File: src/rtl/tpsrd_pkg.sv
package tpsrd_pkg;

	localparam logic [7:0] ALIGN_MARKER = 8'hf6;
	localparam logic [7:0] MARKER_RESET = 8'hf3;
	localparam int unsigned TRITS_PER_BYTE = 5;

	typedef logic [TRITS_PER_BYTE-1:0][1:0] trits_t;

	typedef struct packed {
		logic        valid;
		logic [7:0]  data;
		trits_t      trits;
	} in_beat_t;

	function automatic trits_t split_trits(input logic [7:0] b);
		trits_t     t;
		logic [7:0] r;
		r = b;
		if (r >= 8'd243) begin
			t[4] = 2'd0;
			r = r - 8'd243;
		end else if (r >= 8'd162) begin
			t[4] = 2'd2;
			r = r - 8'd162;
		end else if (r >= 8'd81) begin
			t[4] = 2'd1;
			r = r - 8'd81;
		end else begin
			t[4] = 2'd0;
		end
		if (r >= 8'd54) begin
			t[3] = 2'd2;
			r = r - 8'd54;
		end else if (r >= 8'd27) begin
			t[3] = 2'd1;
			r = r - 8'd27;
		end else begin
			t[3] = 2'd0;
		end
		if (r >= 8'd18) begin
			t[2] = 2'd2;
			r = r - 8'd18;
		end else if (r >= 8'd9) begin
			t[2] = 2'd1;
			r = r - 8'd9;
		end else begin
			t[2] = 2'd0;
		end
		if (r >= 8'd6) begin
			t[1] = 2'd2;
			r = r - 8'd6;
		end else if (r >= 8'd3) begin
			t[1] = 2'd1;
			r = r - 8'd3;
		end else begin
			t[1] = 2'd0;
		end
		t[0] = r[1:0];
		return t;
	endfunction

endpackage

File: src/rtl/tpsrd_in_stage.sv
module tpsrd_in_stage (
	input  logic               clk,
	input  logic               arst_n,
	input  logic               s_axis_tvalid,
	output logic               s_axis_tready,
	input  logic [7:0]         s_axis_tdata,
	input  logic               consume,
	output tpsrd_pkg::in_beat_t beat
);

	logic                valid_s1;
	logic [7:0]          data_s1;
	tpsrd_pkg::trits_t   trits_s1;

	assign s_axis_tready = !valid_s1 || consume;

	always_ff @(posedge clk or negedge arst_n) begin
		if (!arst_n) begin
			valid_s1 <= 1'b0;
		end else if (s_axis_tvalid && s_axis_tready) begin
			valid_s1 <= 1'b1;
		end else if (consume) begin
			valid_s1 <= 1'b0;
		end
	end

	always_ff @(posedge clk) begin
		if (s_axis_tvalid && s_axis_tready) begin
			data_s1  <= s_axis_tdata;
			trits_s1 <= tpsrd_pkg::split_trits(s_axis_tdata);
		end
	end

	assign beat.valid = valid_s1;
	assign beat.data  = data_s1;
	assign beat.trits = trits_s1;

endmodule

File: src/rtl/tpsrd_core.sv
module tpsrd_core (
	input  logic               clk,
	input  logic               arst_n,
	input  logic               cfg_wr_en,
	input  logic [7:0]         cfg_wr_data,
	input  tpsrd_pkg::in_beat_t beat,
	output logic               consume,
	output logic               m_axis_tvalid,
	input  logic               m_axis_tready,
	output logic [39:0]        m_axis_tdata,
	output logic               m_axis_tuser,
	output logic               m_axis_tlast
);

	localparam logic [1:0] PH_HUNT   = 2'd0;
	localparam logic [1:0] PH_WIDTH  = 2'd1;
	localparam logic [1:0] PH_HEIGHT = 2'd2;
	localparam logic [1:0] PH_DATA   = 2'd3;
	localparam logic [2:0] IDX_LAST  = 3'(tpsrd_pkg::TRITS_PER_BYTE - 1);

	logic [1:0] phase_q;
	logic [7:0] marker_q;
	logic [7:0] width_q;
	logic [7:0] height_q;
	logic [8:0] col_q;
	logic [8:0] row_q;
	logic [2:0] idx_q;

	logic       out_valid_q;
	logic       status_q;
	logic [7:0] shape_width_q;
	logic [7:0] shape_height_q;
	logic [8:0] cell_col_q;
	logic [8:0] cell_row_q;
	logic       is_point_q;
	logic       is_disallowed_q;
	logic       record_end_q;
	logic       last_q;

	logic       out_free;
	logic       step;
	logic       emit;
	logic       err;
	logic [1:0] digit;
	logic [9:0] row_inc;
	logic [9:0] col_inc;
	logic       row_wrap;
	logic       done;
	logic       byte_last;

	assign out_free  = !out_valid_q || m_axis_tready;
	assign step      = beat.valid && out_free;
	assign digit     = beat.trits[idx_q];
	assign row_inc   = {1'b0, row_q} + 10'd1;
	assign col_inc   = {1'b0, col_q} + 10'd1;
	assign row_wrap  = row_inc > ({2'b00, height_q} + 10'd1);
	assign done      = row_wrap && (col_inc > ({2'b00, width_q} + 10'd1));
	assign byte_last = done || (idx_q == IDX_LAST);
	assign err       = (phase_q == PH_HUNT) && (beat.data != marker_q)
		&& (beat.data != tpsrd_pkg::ALIGN_MARKER);
	assign emit      = step && (err || (phase_q == PH_DATA));
	assign consume   = step && ((phase_q != PH_DATA) || byte_last);

	always_ff @(posedge clk or negedge arst_n) begin
		if (!arst_n) begin
			marker_q <= tpsrd_pkg::MARKER_RESET;
		end else if (cfg_wr_en) begin
			marker_q <= cfg_wr_data;
		end
	end

	always_ff @(posedge clk or negedge arst_n) begin
		if (!arst_n) begin
			phase_q  <= PH_HUNT;
			width_q  <= 8'd0;
			height_q <= 8'd0;
			col_q    <= 9'd0;
			row_q    <= 9'd0;
			idx_q    <= 3'd0;
		end else if (step) begin
			case (phase_q)
				PH_HUNT: begin
					if (beat.data == marker_q) begin
						phase_q <= PH_WIDTH;
					end
				end
				PH_WIDTH: begin
					width_q <= beat.data;
					phase_q <= PH_HEIGHT;
				end
				PH_HEIGHT: begin
					height_q <= beat.data;
					col_q    <= 9'd0;
					row_q    <= 9'd0;
					idx_q    <= 3'd0;
					phase_q  <= PH_DATA;
				end
				PH_DATA: begin
					idx_q <= byte_last ? 3'd0 : idx_q + 3'd1;
					if (done) begin
						phase_q <= PH_HUNT;
						col_q   <= 9'd0;
						row_q   <= 9'd0;
					end else if (row_wrap) begin
						row_q <= 9'd0;
						col_q <= col_inc[8:0];
					end else begin
						row_q <= row_inc[8:0];
					end
				end
				default: begin
					phase_q <= PH_HUNT;
				end
			endcase
		end
	end

	always_ff @(posedge clk or negedge arst_n) begin
		if (!arst_n) begin
			out_valid_q <= 1'b0;
		end else if (emit) begin
			out_valid_q <= 1'b1;
		end else if (m_axis_tready) begin
			out_valid_q <= 1'b0;
		end
	end

	always_ff @(posedge clk) begin
		if (emit) begin
			if (err) begin
				status_q        <= 1'b1;
				shape_width_q   <= 8'd0;
				shape_height_q  <= 8'd0;
				cell_col_q      <= 9'd0;
				cell_row_q      <= 9'd0;
				is_point_q      <= 1'b0;
				is_disallowed_q <= 1'b0;
				record_end_q    <= 1'b0;
				last_q          <= 1'b1;
			end else begin
				status_q        <= 1'b0;
				shape_width_q   <= width_q;
				shape_height_q  <= height_q;
				cell_col_q      <= col_q;
				cell_row_q      <= row_q;
				is_point_q      <= (digit == 2'd1);
				is_disallowed_q <= (digit == 2'd1) || (digit == 2'd2);
				record_end_q    <= done;
				last_q          <= byte_last;
			end
		end
	end

	assign m_axis_tvalid = out_valid_q;
	assign m_axis_tuser  = status_q;
	assign m_axis_tlast  = last_q;
	assign m_axis_tdata  = {3'b000, record_end_q, is_disallowed_q, is_point_q,
		cell_row_q, cell_col_q, shape_height_q, shape_width_q};

endmodule

File: src/rtl/trit_packed_shape_record_decoder.sv
// Shape record decoder for a trit-packed byte stream.
// Input beats (s_axis) carry one raw byte each. In header hunt, align marker
// bytes are skipped and the byte equal to record_marker opens a record; any
// other byte yields one error beat (tuser = 1, tlast = 1). The next two
// bytes set width and height and yield nothing. Each data byte then yields
// up to five cell beats, one per base-3 digit, least significant first,
// scanned column-major over (width+2) x (height+2) cells; the final cell
// carries record_end and the block returns to header hunt.
// Output beats (m_axis) leave one per cycle from a result register while the receiver is ready;
// tlast marks the final beat caused by an input byte.
// A data byte yields its cell beats one after another from the single cell
// emitter, and the next input byte is taken as its last cell beat is emitted.
// An input register holds the next byte while a result waits, so a stalled
// receiver only holds the pipe; nothing is dropped.
// Reset clears the phase, the scan position and width/height to zero and
// loads record_marker with 0xF3. cfg_wr_en writes record_marker directly.
module trit_packed_shape_record_decoder (
	input  logic        clk,
	input  logic        arst_n,
	input  logic        cfg_wr_en,
	input  logic [7:0]  cfg_wr_data,
	input  logic        s_axis_tvalid,
	output logic        s_axis_tready,
	input  logic [7:0]  s_axis_tdata,  // [7:0] stream_byte
	output logic        m_axis_tvalid,
	input  logic        m_axis_tready,
	output logic [39:0] m_axis_tdata,  // [7:0] shape_width, [15:8] shape_height,
	                                   // [24:16] cell_col, [33:25] cell_row,
	                                   // [34] is_point, [35] is_disallowed,
	                                   // [36] record_end, [39:37] zero
	output logic        m_axis_tuser,  // [0] status
	output logic        m_axis_tlast   // last
);

	tpsrd_pkg::in_beat_t beat;
	logic                consume;

	tpsrd_in_stage u_in_stage (
		.clk           (clk),
		.arst_n        (arst_n),
		.s_axis_tvalid (s_axis_tvalid),
		.s_axis_tready (s_axis_tready),
		.s_axis_tdata  (s_axis_tdata),
		.consume       (consume),
		.beat          (beat)
	);

	tpsrd_core u_core (
		.clk           (clk),
		.arst_n        (arst_n),
		.cfg_wr_en     (cfg_wr_en),
		.cfg_wr_data   (cfg_wr_data),
		.beat          (beat),
		.consume       (consume),
		.m_axis_tvalid (m_axis_tvalid),
		.m_axis_tready (m_axis_tready),
		.m_axis_tdata  (m_axis_tdata),
		.m_axis_tuser  (m_axis_tuser),
		.m_axis_tlast  (m_axis_tlast)
	);

endmodule

File: config.mk
export PLATFORM = sky130hd
export DESIGN_NAME = trit_packed_shape_record_decoder
export DESIGN_NICKNAME = d
export VERILOG_FILES = /design/src/rtl/tpsrd_pkg.sv /design/src/rtl/tpsrd_in_stage.sv /design/src/rtl/tpsrd_core.sv /design/src/rtl/trit_packed_shape_record_decoder.sv
export SDC_FILE = /design/constraint.sdc
export NUM_CORES = 1
export LEC_CHECK = 0
export BUFFER_PORTS_ARGS = -buffer_cell sky130_fd_sc_hd__buf_2
export CAP_MARGIN = 20
export CELL_PAD_IN_SITES_DETAIL_PLACEMENT = 1
export CELL_PAD_IN_SITES_GLOBAL_PLACEMENT = 1
export CORE_UTILIZATION = 40
export DETAILED_ROUTE_END_ITERATION = 8
export PLACE_DENSITY = 0.7
export SYNTH_ARGS = -nofsm -noshare
export SYNTH_HDL_FRONTEND = slang
export SYNTH_SLANG_ARGS = --single-unit
File: constraint.sdc
create_clock -name clk -period 3.7 [get_ports clk]
set_clock_uncertainty 0.1 [all_clocks]
set_input_delay 0 -clock clk [delete_from_list [all_inputs] [get_ports clk]]
set_output_delay 0 -clock clk [all_outputs]
set_load 0.05 [all_outputs]
## Word-level counts from Yosys, hierarchy flattened

Cells that the tools add are included.

- Add/sub/neg operators: 14
- $lt $le $gt $ge: 12
- Equal/unequal tests: 13
- Multiplexer cells: 35
- Reductions and logical operators: 25

Operator list:

| operator | count |
|---|---|
| $mux W8 | 10 |
| $mux W9 | 4 |
| $pmux W9 S2 | 2 |
| $add A9 B1 Y10 const B | 2 |
| $gt A10 B10 Y1 | 2 |
| $add A8 B1 Y9 const B | 2 |
| $ge A8 B5 Y1 const B | 2 |
| $ge A8 B8 Y1 const B | 2 |
| $sub A8 B5 Y8 const B | 2 |
| $sub A8 B8 Y8 const B | 2 |
| $mux W2 | 6 |
| $mux W1 | 9 |
| $eq A8 B8 Y1 | 1 |
| $ge A8 B2 Y1 const B | 1 |
| $ge A8 B3 Y1 const B | 1 |
| $ge A8 B4 Y1 const B | 1 |
| $ge A8 B6 Y1 const B | 1 |
| $ge A8 B7 Y1 const B | 1 |
| $ne A8 B8 Y1 | 1 |
| $ne A8 B8 Y1 const B | 1 |
| $pmux W2 S4 | 1 |
| $sub A8 B4 Y8 const B | 1 |
| $sub A8 B6 Y8 const B | 1 |
| $sub A8 B7 Y8 const B | 1 |
| other kinds (20) | 42 |

- Flip-flop bits (word level): 106

## Depth between registers and ports, before layout

Gate-level depths: netlist (run 1).

- Depth in word-level cells: 20
- Gate-level depth with buffers: 25

## Hierarchy

Synthesis (run 1) repeated with hierarchy kept, for this count alone.

- Cells, all modules: 679
- Area, all modules: 7003.0 µm²

By module, submodules not included:

| module | instances | cells each | area an instance (µm²) | seq. area each (µm²) |
|---|---|---|---|---|
| tpsrd_core | 1 | 415 | 4662.0 | 2379.8 |
| tpsrd_in_stage | 1 | 264 | 2341.0 | 565.5 |

## Worst setup path before layout (run 1)

No wires, ideal clock.

- Path kind: input to register
- From: input port s_axis_tdata[1]
- To: register u_in_stage.trits_s1, in the netlist u_in_stage.beat[1] (data pin)
- Arrival: 4.368 ns
- Data required time: 3.339 ns
- Slack: -1.028 ns
- Cell stages on the path: 20
- Buffers on the path: 0
- Path through: inv_1 > ha_1 > nor4b_2 > o21ai_2 > and3_1 > nor2_1 > ha_1 > o22ai_1 > o211a_1 > or3_1 > nand2_1 > inv_1 > ha_1 > or3_4 > mux2i_1 > nand2_1 > xnor2_1 > ha_1 > or4_1 > o311a_1

- Longest elaborated chain between the ends: 16
- Elaborated cells on any way between the ends: 30
- Those cells by class: 9 x add/sub; 9 x order compare; 12 x mux

RTL lines:

| item | line | RTL |
|---|---|---|
| start: declaration | trit_packed_shape_record_decoder.sv:24 | `input logic [7:0] s_axis_tdata,` |
| $sub A8 B7 Y8 or $ge A8 B7 Y1 (tied branches) | tpsrd_pkg.sv:27, tpsrd_pkg.sv:25 |  |
| $mux W8 | tpsrd_pkg.sv:25 | `end else if (r >= 8'd81) begin` |
| $mux W8 | tpsrd_pkg.sv:22 | `end else if (r >= 8'd162) begin` |
| $mux W8 (*) | tpsrd_pkg.sv:19 | `if (r >= 8'd243) begin` |
| $mux W8 (*) | tpsrd_in_stage.sv:28 | `if (s_axis_tvalid && s_axis_tready) begin` |
| $sub A8 B5 Y8 or $ge A8 B5 Y1 (tied branches) | tpsrd_pkg.sv:36, tpsrd_pkg.sv:34 |  |
| $mux W8 | tpsrd_pkg.sv:34 | `end else if (r >= 8'd27) begin` |
| $mux W8 (*) | tpsrd_pkg.sv:31 | `if (r >= 8'd54) begin` |
| $mux W8 (*) | tpsrd_in_stage.sv:28 |  |
| $sub A8 B4 Y8 or $ge A8 B4 Y1 (tied branches) | tpsrd_pkg.sv:45, tpsrd_pkg.sv:43 |  |
| $mux W8 | tpsrd_pkg.sv:43 | `end else if (r >= 8'd9) begin` |
| $mux W8 (*) | tpsrd_pkg.sv:40 | `if (r >= 8'd18) begin` |
| $mux W8 (*) | tpsrd_in_stage.sv:28 |  |
| $ge A8 B2 Y1 or $sub A2 B2 Y2 (tied branches) | tpsrd_pkg.sv:52, tpsrd_pkg.sv:54 |  |
| $mux W2 | tpsrd_pkg.sv:52 | `end else if (r >= 8'd3) begin` |
| $mux W2 (*) | tpsrd_pkg.sv:49 | `if (r >= 8'd6) begin` |
| end signal: assignment | tpsrd_in_stage.sv:30 | `trits_s1 <= tpsrd_pkg::split_trits(s_axis_tdata);` |
| end: declaration | tpsrd_in_stage.sv:13 | `tpsrd_pkg::trits_t trits_s1;` |

Every way passes the cells marked *; elsewhere a longest branch is shown, timed or not. The select of a mux whose other input is x is not followed.
A chain may end at the register's enable or synchronous reset.

## Worst setup path in the final report (run 1)

- From: input port s_axis_tdata[0]
- To: register u_in_stage.trits_s1, in the netlist u_in_stage.beat[0] (data pin)

Same word-level chain as after synthesis.

==> summary.md, run 1 <==
| Metric | Value |
|---|---|
| Status | finished, violations left |
| Violated checks | negative setup slack |
| Post-Syn Instances | 650 |
| Root Driver | clkbuf_16 |
| GRT met3 Usage | about 2.8% |
| Port buffer count | 61 |
| Setup CP Type | in2reg |
| Max FO, Critical Path | 6 |
| Leading area contributor after synthesis | edfxtp_1 |
| DP HPWL | between 10000 and 15000 microns |
| Area grow syn2layout | 37.4% |
| R2R setup slack | around 0.020 ns |
| Initial antenna violation count | 0 |
| Max_slew headroom | approximately two fifths |
| DIE WIDTH | between 100 and 150 microns |
| Num CTS Buffers | 9 |
| Leak Pwr | between 4 and 5 nW |
| Max IR drop VDD | roughly 0.42 mV |
| Pre-CTS WS | -0.992 ns |
| Post-route clock period utilization | 115% |
| Routability congestion estimate from global placement | around 0.84 |
| All-Layer GR Usage | between 20% and 30% |
| DR vias/cell | 5.29 |
| DR iter-0 viols | roughly 210 |
| EDFF count, synth | 57 |
| Finish-stage setup viols | 5 |
| Crit path DAT | between 4 and 5 ns |
| Final Hold Fails | 0 |
| GR peak layer | met2 |
| Worst-case reg-to-reg path depth | 18 |
| Register area share after synthesis | about 43% |
| Final min period | between 4 and 5 ns |
| Avg Cell Area, Syn | between 10 and 15 sq um |
| Vias in the first global route | ~6300 |
| Later-pin clock latency in the skew report | 0.36 ns |
| Clock slew at reported path FFs | 0.08 ns |
| Setup TNS Final | -1.99 ns |
| Area share of the largest cell type after synthesis | roughly 25% |
| Hold WC Path Type | in2reg |
| Yosys warnings | 0 |
| Area of the die | approximately 18000 sq um |
| DRC Markers | 0 |
| # IOs | 65 |
| Layout cell share with drive strength beyond 1 | 39.3% |
| Worst r2r src | u_core.col_q[1]$_DFFE_PN0P_ |
| Post-synth top cells | nand2_1 (61), edfxtp_1 (57), ha_1 (46), dfrtp_1 (43), o21ai_0 (39) |
| Crit end category | flip-flop |
| Initial DRT Pass Iterations | 4 |
| Post-synthesis cell type count | a little over 90 |
| Worst R2R End | u_core.phase_q[1]$_DFFE_PN0P_ |
| Worst setup path endpoint | u_in_stage.beat[0]$_DFFE_PP_ |
| Htree depth | 3 |
| Power Density | approximately 700 nW/um^2 |
| Drt total wl | between 15000 and 20000 microns |
| Multi-input gate area | 3910 sq um |
| Required @ worst endpoint | around 3.7 ns |
| CP startpoint kind | input port |
| Top-count cell post-synth | nand2_1 |
| Routing usage on met2 | roughly 45% |
| Grt met1 use | around 25% |
| CTS tree | done |
| CTS max path bufs | 2 |
| Total global routing overflow | 0 |
| Synth top area cells | edfxtp_1 (25%), dfrtp_1 (16%), ha_1 (8.5%) |
| Pin count of the biggest net entering global routing | 50 |
| Post-synthesis async set-or-reset flop share | around 46% |
| Mapped Area | 6790 sq um |
| Initial Utilization | slightly above 40% |
| Nets@finish | about 940 |
| Core Footprint | ~17000 sq um |
| Routed WL per cell | between 15 and 20 microns |
| Final setup margin | -0.544 ns |
| First-pass GRT wire length | between 30000 and 40000 microns |
| RSZ-0062 raised after global routing | yes |
| Worst-Margin Slew | just under 0.9 ns |
| Primary FF master, synth | edfxtp_1 |
| CP Launch Point | s_axis_tdata[0] |
| Fill count | roughly 1800 |
| Post-route ant nets | 0 |
| Max cap viols | 0 |
| Via count | a little under 6000 |
| Fmax | between 200 and 250 MHz |
| ANT cells | 0 |
| Die Y | between 100 and 150 microns |
| CTS sink count | about 110 |
| Yosys reg bits | about 110 |
| Register Area | roughly 2900 sq um |
| Row count | 47 |
| Final Max Tran Viols | 0 |
final cells by class:
class | count | area share (%)
clock buffer | 11 | 2.95
clock inverter | 5 | 0.402
inverter | 30 | 1.37
multi-input combinational | 490 | 41.9
sequential | 106 | 31.6
tap | 220 | 2.95
timing repair buffer | 239 | 18.9
where the power goes:
part	internal [W]	total (W)	switching, W
sequential	0.00177	0.00203	0.000265
combinational	0.00146	0.00361	0.00215
clock	0.000544	0.000996	0.000451
per-layer routing:
| metal | part of all wire, % | up-vias | wire length, microns |
|---|---|---|---|
| met5 | 0 | - | 0 |
| met4 | 2.8 | 0 | 549 |
| met3 | 2.3 | 38 | 454 |
| met2 | 55 | 97 | 10800 |
| met1 | 40 | 2880 | 7890 |
| li1 | - | 2809 | - |
cells by family (layout without fill, tap and decap cells):
group / Yosys count / after routing / share of synthesized area [%]
AND/OR/NAND/NOR: 224 / 224 / 17.8
AO/OA/AOI/OAI: 142 / 142 / 15.6
flip-flops: 106 / 106 / 43.4
buffers and inverters: 56 / 285 / 3.87
adder cells (fa/ha/maj): 46 / 46 / 8.47
XOR/XNOR: 40 / 40 / 5.16
multiplexers: 35 / 35 / 5.65
other: 1 / 3 / 0.0552
worst min path at each step:
| stage | start | endpoint | slack [ns] | cells after the start |
|---|---|---|---|---|
| after floorplan | arst_n | u_core.col_q[0]$_DFFE_PN0P_ | -0.40 | 0 |
| after global placement | arst_n | u_core.marker_q[2]$_DFFE_PN0P_ | 0.04 | 2 |
| after detailed placement | arst_n | u_core.marker_q[3]$_DFFE_PN0P_ | 0.06 | 2 |
| after CTS | s_axis_tdata[2] | u_in_stage.data_s1[2]$_DFFE_PP_ | 0.01 | 2 |
| after global routing | s_axis_tdata[2] | u_in_stage.data_s1[2]$_DFFE_PP_ | 0.03 | 2 |
| final | s_axis_tdata[2] | u_in_stage.data_s1[2]$_DFFE_PP_ | 0.01 | 2 |
stage by stage:
step	instance area [sq um]	power, W	util [%]	hold WS [ns]	cells
2_1_floorplan	6930	0.00421	-	-0.396	652
3_3_place_gp	8360	0.00516	50.4	0.0429	1040
3_5_place_dp	8360	0.00534	50.4	0.0631	1040
4_1_cts	9130	0.00654	55.0	0.0149	1087
5_1_grt	9330	0.00703	56.3	0.0296	1101
6_report	9330	0.00664	56.3	0.0148	1101
critical path: stages:
cell and delay (ns):
buf_6 0.11, inv_2 0.07, ha_2 0.21, nor3_4 0.05, a21o_2 0.24, buf_4 0.15
or3_4 0.38, o211ai_4 0.09, buf_4 0.18, nand2_1 0.12, a211oi_1 0.39, o22ai_2 0.15
or2_1 0.27, ha_1 0.26, o21ai_1 0.12, o21ai_2 0.12, mux2i_1 0.15, nand2_1 0.12
xnor2_2 0.22, inv_1 0.09, ha_2 0.20, nand4b_1 0.19, mux2i_1 0.26, xor2_1 0.10
timing repair:
item / in CTS / in global routing
buffers inserted: 9 / 16
endpoints found under the setup margin: 32 / 38
resized for setup: 41 / 23
hold buffers: 22 / 0
pin swaps: 30 / 16
endpoints found under the hold margin: 56 / 0
placed cells by master (no fill, tap or decap), types with 9 or more instances in the layout:
cell type      count
dlygate4sd3_1     22
o21ai_0           30
a21oi_1           14
buf_4            149
ha_1              35
buf_2             58
and3_1             9
clkbuf_16         11
xnor2_1           21
xor2_1            15
nand2_1           58
and2_1            33
dfrtp_1           43
o21a_1            10
nor2_1            27
nand4_1           10
edfxtp_1          57
inv_1             23
o21ai_1            9
nand3_1           23
mux2_2            27
registers in the layout, summed over array words and instances (netlist names), 9 cells and up:
signal,flops
u_core.cell_col_q,9
u_core.cell_row_q,9
u_core.col_q,9
u_core.row_q,9
u_in_stage.beat,10
No activity file was read; power rests on OpenSTA's default activity.
==> run 2, diff against run 1 <==
--- a/config.mk
+++ b/config.mk
@@ -11,7 +11,7 @@
 export CELL_PAD_IN_SITES_GLOBAL_PLACEMENT = 1
 export CORE_UTILIZATION = 40
 export DETAILED_ROUTE_END_ITERATION = 8
-export PLACE_DENSITY = 0.7
+export PLACE_DENSITY_LB_ADDON = 0.1
 export SYNTH_ARGS = -nofsm -noshare
 export SYNTH_HDL_FRONTEND = slang
 export SYNTH_SLANG_ARGS = --single-unit
==> summary.md, run 2 (synthesized netlist as in run 1, its figures left out) <==
| Metric | Value |
|---|---|
| Kind of cell adding the most delay to the critical path | simple AND/OR/NAND/NOR gates |
| Cell Chain, Critical Path | buf_6, ha_1, or3_4, nand3_2, buf_4, a21boi_2, o31a_4, buf_4, or2_1, buf_4, nand4_1, o2111a_2, nand3_4, or3_4, mux2i_1, nand2_1, xnor2_2, inv_1, ha_2, o22a_1, o311a_1 |
| Hold WC Path Type | in2reg |
| Root Driver | clkbuf_16 |
| Total placed instance area | 8430 sq um (+0.84%) |
| Clock network power share | 15.3% (+0.3 points) |
| Max FO, Critical Path | 5 (-1) |
| DP HPWL | 14500 microns (about the same) |
| Final setup margin | -0.341 ns (+0.203 ns) |
| Nets@finish | 959 (+1.7%) |
| Crit path DAT | 4.05 ns (-0.20 ns) |
| Final Max Tran Viols | 0 (unchanged) |
| Largest register FFs | 10 (unchanged) |
| Max_slew headroom | 54.9% (+14 points) |
| Fmax | 247 MHz (+5.0%) |
| Initial DRT Pass Iterations | 4 (unchanged) |
| GR peak layer | met2 |
| # IOs | 65 (unchanged) |
| DIE WIDTH | 132 microns (unchanged) |
| Total global routing overflow | 0 (unchanged) |
| Fin area | 9590 sq um (+2.8%) |
| Post-route ant nets | 0 (unchanged) |
| Status | finished, violations left |
| Initial antenna violation count | 0 (unchanged) |
| Via count | 5908 (+1.4%) |
| CTS tree | done |
| Htree depth | 3 (unchanged) |
| Row count | 47 (unchanged) |
| Crit path depth | 21 (-13%) |
| DR vias/cell | 5.29 (about the same) |
| Crit-path slowest cell | or3_4 |
| RSZ-0062 raised after global routing | yes |
| Total internal power | 0.00395 W (+4.6%) |
| Worst-case reg-to-reg path depth | 18 (unchanged) |
| Power Density | 710 nW/um^2 (-0.23%) |
| Fill count | 1845 (+1.2%) |
| CTS max path bufs | 2 (unchanged) |
| GRT met3 Usage | 2.23% (-0.58 points) |
| ANT cells | 0 (unchanged) |
| Routability congestion estimate from global placement | 0.857 (+1.4%) |
| Most frequent cells in the layout | buf_4 (155), nand2_1 (58), buf_2 (57), edfxtp_1 (57), dfrtp_1 (42) |
| DRC Markers | 0 (unchanged) |
| Leak Pwr | 4.18 nW (+3.3%) |
| All-Layer GR Usage | 23.1% (+0.091 points) |
| CTS sink count | 106 (unchanged) |
| Core Footprint | 16600 sq um (unchanged) |
| Port buffer count | 61 (unchanged) |
| Pre-CTS WS | -1.04 ns (-0.0450 ns) |
| Sequential Power Share | 29.7% (-0.9 points) |
| Routed WL per cell | 17.5 microns (-2.1%) |
| CP startpoint kind | input port |
| Initial Utilization | 41.0% (unchanged) |
| Area grow syn2layout | 41.2% |
| Crit end category | flip-flop |
| Required @ worst endpoint | 3.71 ns (about the same) |
| Final min period | 4.04 ns (-0.203 ns) |
| Final Hold Fails | 0 (unchanged) |
| Sw Ratio | 42.0% (-1.2 points) |
| Hold Path Stages | 2 (unchanged) |
| Commonest non-fill, non-tap cell in the layout | buf_4 |
| Vias in the first global route | 6486 (+2.2%) |
| Area of the die | 17500 sq um (unchanged) |
| Layout cell share with drive strength beyond 1 | 41.1% (+1.9 points) |
| R2R setup slack | 0.04 ns (+0.02 ns) |
| Grt met1 use | 25.8% (+0.64 points) |
| Violated checks | negative setup slack |
| First-pass GRT wire length | 32300 microns (+1.2%) |
| Later-pin clock latency in the skew report | 0.35 ns (about the same) |
| Worst-Margin Slew | 0.676 ns (-0.201 ns) |
| WP buf/inv | 5 (unchanged) |
| Pin count of the biggest net entering global routing | 50 (unchanged) |
| Routing usage on met2 | 45.1% (+0.56 points) |
| Max cap viols | 0 (unchanged) |
| Setup TNS Final | -1.18 ns (+0.803 ns) |
| Max IR drop VDD | 0.384 mV (-9.4%) |
| Finish-stage setup viols | 5 (unchanged) |
| Switch Pwr | 0.00286 W (-0.21%) |
| Setup CP Type | in2reg |
| DR iter-0 viols | 212 (+2.9%) |
| Drt total wl | 19500 microns (-0.72%) |
| Top cell by count, worst path | buf_4 |
| Worst path max stage delay | 0.41 ns (+0.02 ns) |
| Die Y | 132 microns (unchanged) |
| Clock slew at reported path FFs | 0.07 ns (about the same) |
| Post-route clock period utilization | 109% (-5.5 points) |
| Num CTS Buffers | 9 (unchanged) |
| Combinational share of power | 55.0% (+0.6 points) |
## run 2: timing repair
action,in CTS,in global routing
endpoints found under the setup margin,26,39
gates resized for setup,39,44
setup buffers,14,18
cloned,0,2
pin swaps,20,18
hold buffers,21,1
hold endpoints to repair,55,1
## run 2: power by group through the flow
stage / Combinational, W / Sequential (W) / Clock, W
2_1_floorplan: 0.00163 / 0.00258 / 0
3_3_place_gp: 0.00319 / 0.00203 / 0
3_5_place_dp: 0.00333 / 0.00205 / 0
4_1_cts: 0.00353 / 0.00203 / 0.00106
5_1_grt: 0.00406 / 0.00207 / 0.00109
6_report: 0.00374 / 0.00202 / 0.00104
## run 2: metrics by stage
stage | total power [W] | hold WS [ns] | utilization [%] | instances
floorplan | 0.00421 | -0.396 | - | 652
global placement | 0.00522 | 0.0558 | 50.8 | 1046
detailed placement | 0.00538 | 0.0662 | 50.8 | 1046
CTS | 0.00662 | 0.00721 | 55.6 | 1097
global route | 0.00723 | 0.0380 | 57.8 | 1117
finish | 0.00681 | 0.0146 | 57.8 | 1117
## run 2: worst paths after layout
| path | startpoint | end |
|---|---|---|
| worst max-delay path | s_axis_tdata[0] | u_in_stage.beat[1]$_DFFE_PP_ |
| worst min-delay path | s_axis_tdata[5] | u_in_stage.data_s1[5]$_DFFE_PP_ |
| worst max register to register | u_core.width_q[0]$_DFFE_PN0P_ | u_core.idx_q[0]$_DFFE_PN0P_ |
| worst min register to register | u_core.row_q[1]$_DFFE_PN0P_ | u_core.row_q[1]$_DFFE_PN0P_ |
| max in group asynchronous | arst_n | u_core.row_q[1]$_DFFE_PN0P_ |
| min in group asynchronous | arst_n | u_core.col_q[2]$_DFFE_PN0P_ |
## run 2: cell type report
type | count | area, sq um | area share (%)
Clock inverter | 5 | 55.1 | 0.574
Tap cell | 220 | 275 | 2.87
Multi-Input combinational cell | 490 | 3940 | 41.1
Inverter | 30 | 130 | 1.36
Sequential cell | 106 | 2950 | 30.7
Timing Repair Buffer | 255 | 1970 | 20.5
Clock buffer | 11 | 275 | 2.87
## run 2: layer usage
layer | share of wire [%] | vias to the layer above
li1 | - | 2853
met1 | 40 | 2937
met2 | 55 | 86
met3 | 1.8 | 32
met4 | 2.5 | 0
met5 | 0 | -
==> run 3, diff against run 2 <==
--- a/config.mk
+++ b/config.mk
@@ -5,6 +5,7 @@
 export SDC_FILE = /design/constraint.sdc
 export NUM_CORES = 1
 export LEC_CHECK = 0
+export ABC_AREA = 1
 export BUFFER_PORTS_ARGS = -buffer_cell sky130_fd_sc_hd__buf_2
 export CAP_MARGIN = 20
 export CELL_PAD_IN_SITES_DETAIL_PLACEMENT = 1
==> summary.md, run 3 <==
| Metric | Value |
|---|---|
| # IOs | 65 (unchanged) |
| Switch Pwr | 0.00338 W (+18%) |
| Most frequent cells in the layout | nand2_1 (208), buf_4 (173), inv_1 (122) |
| Nets@finish | 1196 (+25%) |
| Primary FF master, synth | edfxtp_1 |
| Final cell count without fillers | 1354 (+21%) |
| Leak Pwr | 5.08 nW (+22%) |
| Area share of the largest cell type after synthesis | 24.7% (-0.49 points) |
| CTS tree | done |
| First-pass GRT wire length | 35100 microns (+8.9%) |
| Initial Utilization | 41.3% (+0.37 points) |
| Inst Count DP | 1244 (+19%) |
| Largest register FFs | 10 (unchanged) |
| Violated checks | negative setup slack |
| Post-route clock period utilization | 103% (-6.1 points) |
| Yosys reg bits | 106 (unchanged) |
| Total internal power | 0.00382 W (-3.2%) |
| RSZ-0062 raised after global routing | yes |
| Total global routing overflow | 0 (unchanged) |
| Status | finished, violations left |
| Max_slew headroom | 54.9% (-0.073 points) |
| Die Y | 134 microns (+0.96%) |
| DIE WIDTH | 134 microns (+0.96%) |
| CP startpoint kind | input port |
| Max cap viols | 0 (unchanged) |
| Sw Ratio | 46.9% (+4.9 points) |
| Crit path DAT | 3.82 ns (-0.23 ns) |
| Register area share after synthesis | 42.5% (-0.84 points) |
| DRC Markers | 0 (unchanged) |
| CTS max path bufs | 2 (unchanged) |
| Avg Cell Area, Syn | 8.13 sq um (-22%) |
| All-Layer GR Usage | 24.9% (+1.8 points) |
| Area grow syn2layout | 45.0% |
| DR iter-0 viols | 245 (+16%) |
| Worst-Margin Slew | 0.677 ns (+0.00110 ns) |
| Yosys warnings | 0 (unchanged) |
| CP Launch Point | s_axis_tdata[1] |
| Setup TNS Final | -0.247 ns (+0.937 ns) |
| Top cell by count, worst path | nand2_1 |
| Final setup margin | -0.115 ns (+0.226 ns) |
| Worst r2r src | u_core.row_q[1]$_DFFE_PN0P_ |
| Via count | 7025 (+19%) |
| Root Driver | clkbuf_16 |
| Hold WC Path Type | in2reg |
| Clock slew at reported path FFs | 0.07 ns (about the same) |
| Core Footprint | 16800 sq um (+1.1%) |
| Post-synthesis cell type count | 43 (-53%) |
| ANT cells | 0 (unchanged) |
| Pre-CTS WS | -0.483 ns (+0.553 ns) |
| Max FO, Critical Path | 6 (+1) |
| Post-route ant nets | 0 (unchanged) |
| Row count | 47 (unchanged) |
| Finish-stage setup viols | 5 (unchanged) |
| Synth top area cells | edfxtp_1 (25%), dfrtp_1 (16%), nand2_1 (13%) |
| Htree depth | 3 (unchanged) |
| Setup CP Type | in2reg |
| DR vias/cell | 5.19 (-1.9%) |
| Initial antenna violation count | 0 (unchanged) |
| Required @ worst endpoint | 3.71 ns (about the same) |
| Max IR drop VDD | 0.414 mV (+7.8%) |
| Final min period | 3.81 ns (-0.226 ns) |
| Port buffer count | 61 (unchanged) |
| Routed WL per cell | 17.7 microns (+1.2%) |
| EDFF count, synth | 57 (unchanged) |
| Top-count cell post-synth | nand2_1 |
| Fmax | 262 MHz (+5.9%) |
| Initial DRT Pass Iterations | 5 (+1) |
| Crit-path slowest cell | xor2_2 |
| Pin count of the biggest net entering global routing | 50 (unchanged) |
| Power Density | 717 nW/um^2 (+0.96%) |
| Routability congestion estimate from global placement | 0.830 (-3.1%) |
| Post-synthesis async set-or-reset flop share | 46.2% (unchanged) |
| Post-Syn Instances | 852 (+31%) |
| Later-pin clock latency in the skew report | 0.34 ns (about the same) |
| DP HPWL | 15200 microns (+5.0%) |
| Sequential Power Share | 28.4% (-1.3 points) |
| Post-synth top cells | nand2_1 (242), inv_1 (136), nand3_1 (63), edfxtp_1 (57), o21ai_0 (48) |
| Vias in the first global route | 7346 (+13%) |
| Final Max Tran Viols | 0 (unchanged) |
| Worst path max stage delay | 0.21 ns (-0.20 ns) |
| CTS sink count | 106 (unchanged) |
| Leading area contributor after synthesis | edfxtp_1 |
| Num CTS Buffers | 9 (unchanged) |
| Commonest non-fill, non-tap cell in the layout | nand2_1 |
| Clock network power share | 13.6% (-1.7 points) |
| Crit end category | flip-flop |
| Area of the die | 17800 sq um (+1.9%) |
| Combinational share of power | 58.0% (+3.0 points) |
| Final Hold Fails | 0 (unchanged) |
| Layout Utilization | 59.9% (+2.1 points) |
| Layout cell share with drive strength beyond 1 | 37.1% (-4.0 points) |
| Hold Path Origin | cfg_wr_en |
| Mapped Area | 6930 sq um (+2.0%) |
| Drt total wl | 24000 microns (+23%) |
==> run 3: layout make-up <==
class	instances	area, sq um
clock buffer	10	239
clock inverter	6	65.1
fill	1994	6720
inverter	145	558
multi-input combinational	587	3830
sequential	106	2950
tap	220	275
timing repair buffer	280	2120
==> run 3: metal layers <==
metal  GRT usage, %  part of all wire, %  vias up
met2           48.1                   54      188
met3           2.59                  2.6       77
met5              0                    0        -
met1           27.1                   39     3478
li1               -                    -     3282
met4           11.2                  4.4        0
==> run 3: critical path: cells and delay by family <==
kind	cells	cell delay [ns]
AND/OR/NAND/NOR	20	1.80
AO/OA/AOI/OAI	2	0.34
XOR/XNOR	1	0.21
buffers and inverters	9	0.97
adder cells (fa/ha/maj)	3	0.52
==> run 3: path summary, 6_finish.rpt <==
path | cells after the start | slack [ns] | to
hold reg to reg | 2 | 0.48 | u_core.height_q[7]$_DFFE_PN0P_
hold / removal | 2 | 0.03 | u_core.marker_q[5]$_DFFE_PN1P_
min in group asynchronous | 3 | 0.20 | u_core.col_q[6]$_DFFE_PN0P_
max in group asynchronous | 3 | 2.83 | u_core.marker_q[3]$_DFFE_PN0P_
setup reg to reg | 19 | 0.33 | u_core.col_q[2]$_DFFE_PN0P_
setup / recovery | 35 | -0.11 | u_in_stage.beat[1]$_DFFE_PP_
==> run 3: cell families (layout without fill, tap and decap cells) <==
kind of cell,Yosys count,count (layout),synth area share (%)
simple gates,414,414,28.0
buf+inv,161,441,9.16
flops,106,106,42.5
compound gates,91,91,7.57
fa+ha+maj,46,46,8.31
xor+xnor,31,31,4.03
mux,2,2,0.325
other cells,1,3,0.0541
==> run 3: per-stage QoR <==
stage	power, W	hold slack [ns]	area (sq um)
CTS	0.00672	0.0205	9330
detailed placement	0.00558	0.0593	8390
global placement	0.00539	0.0499	8390
finish	0.00720	0.0338	10000
floorplan	0.00438	-0.396	6960
global route	0.00765	0.0502	10000
==> run 3: power groups by stage <==
stage | Combinational [W] | Sequential [W] | Clock [W]
global route | 0.00453 | 0.00209 | 0.00103
global placement | 0.00335 | 0.00205 | 0
floorplan | 0.00173 | 0.00264 | 0
detailed placement | 0.00351 | 0.00207 | 0
CTS | 0.00368 | 0.00205 | 0.000994
finish | 0.00417 | 0.00204 | 0.000981
==> run 3: what timing repair did <==
| action | CTS | global route |
|---|---|---|
| gates resized for setup | 18 | 124 |
| hold buffers | 31 | 0 |
| gates cloned | 0 | 0 |
| pin swaps | 15 | 61 |
| buffers inserted | 33 | 31 |
| setup endpoints to repair | 21 | 30 |
| hold endpoints to repair | 61 | 0 |
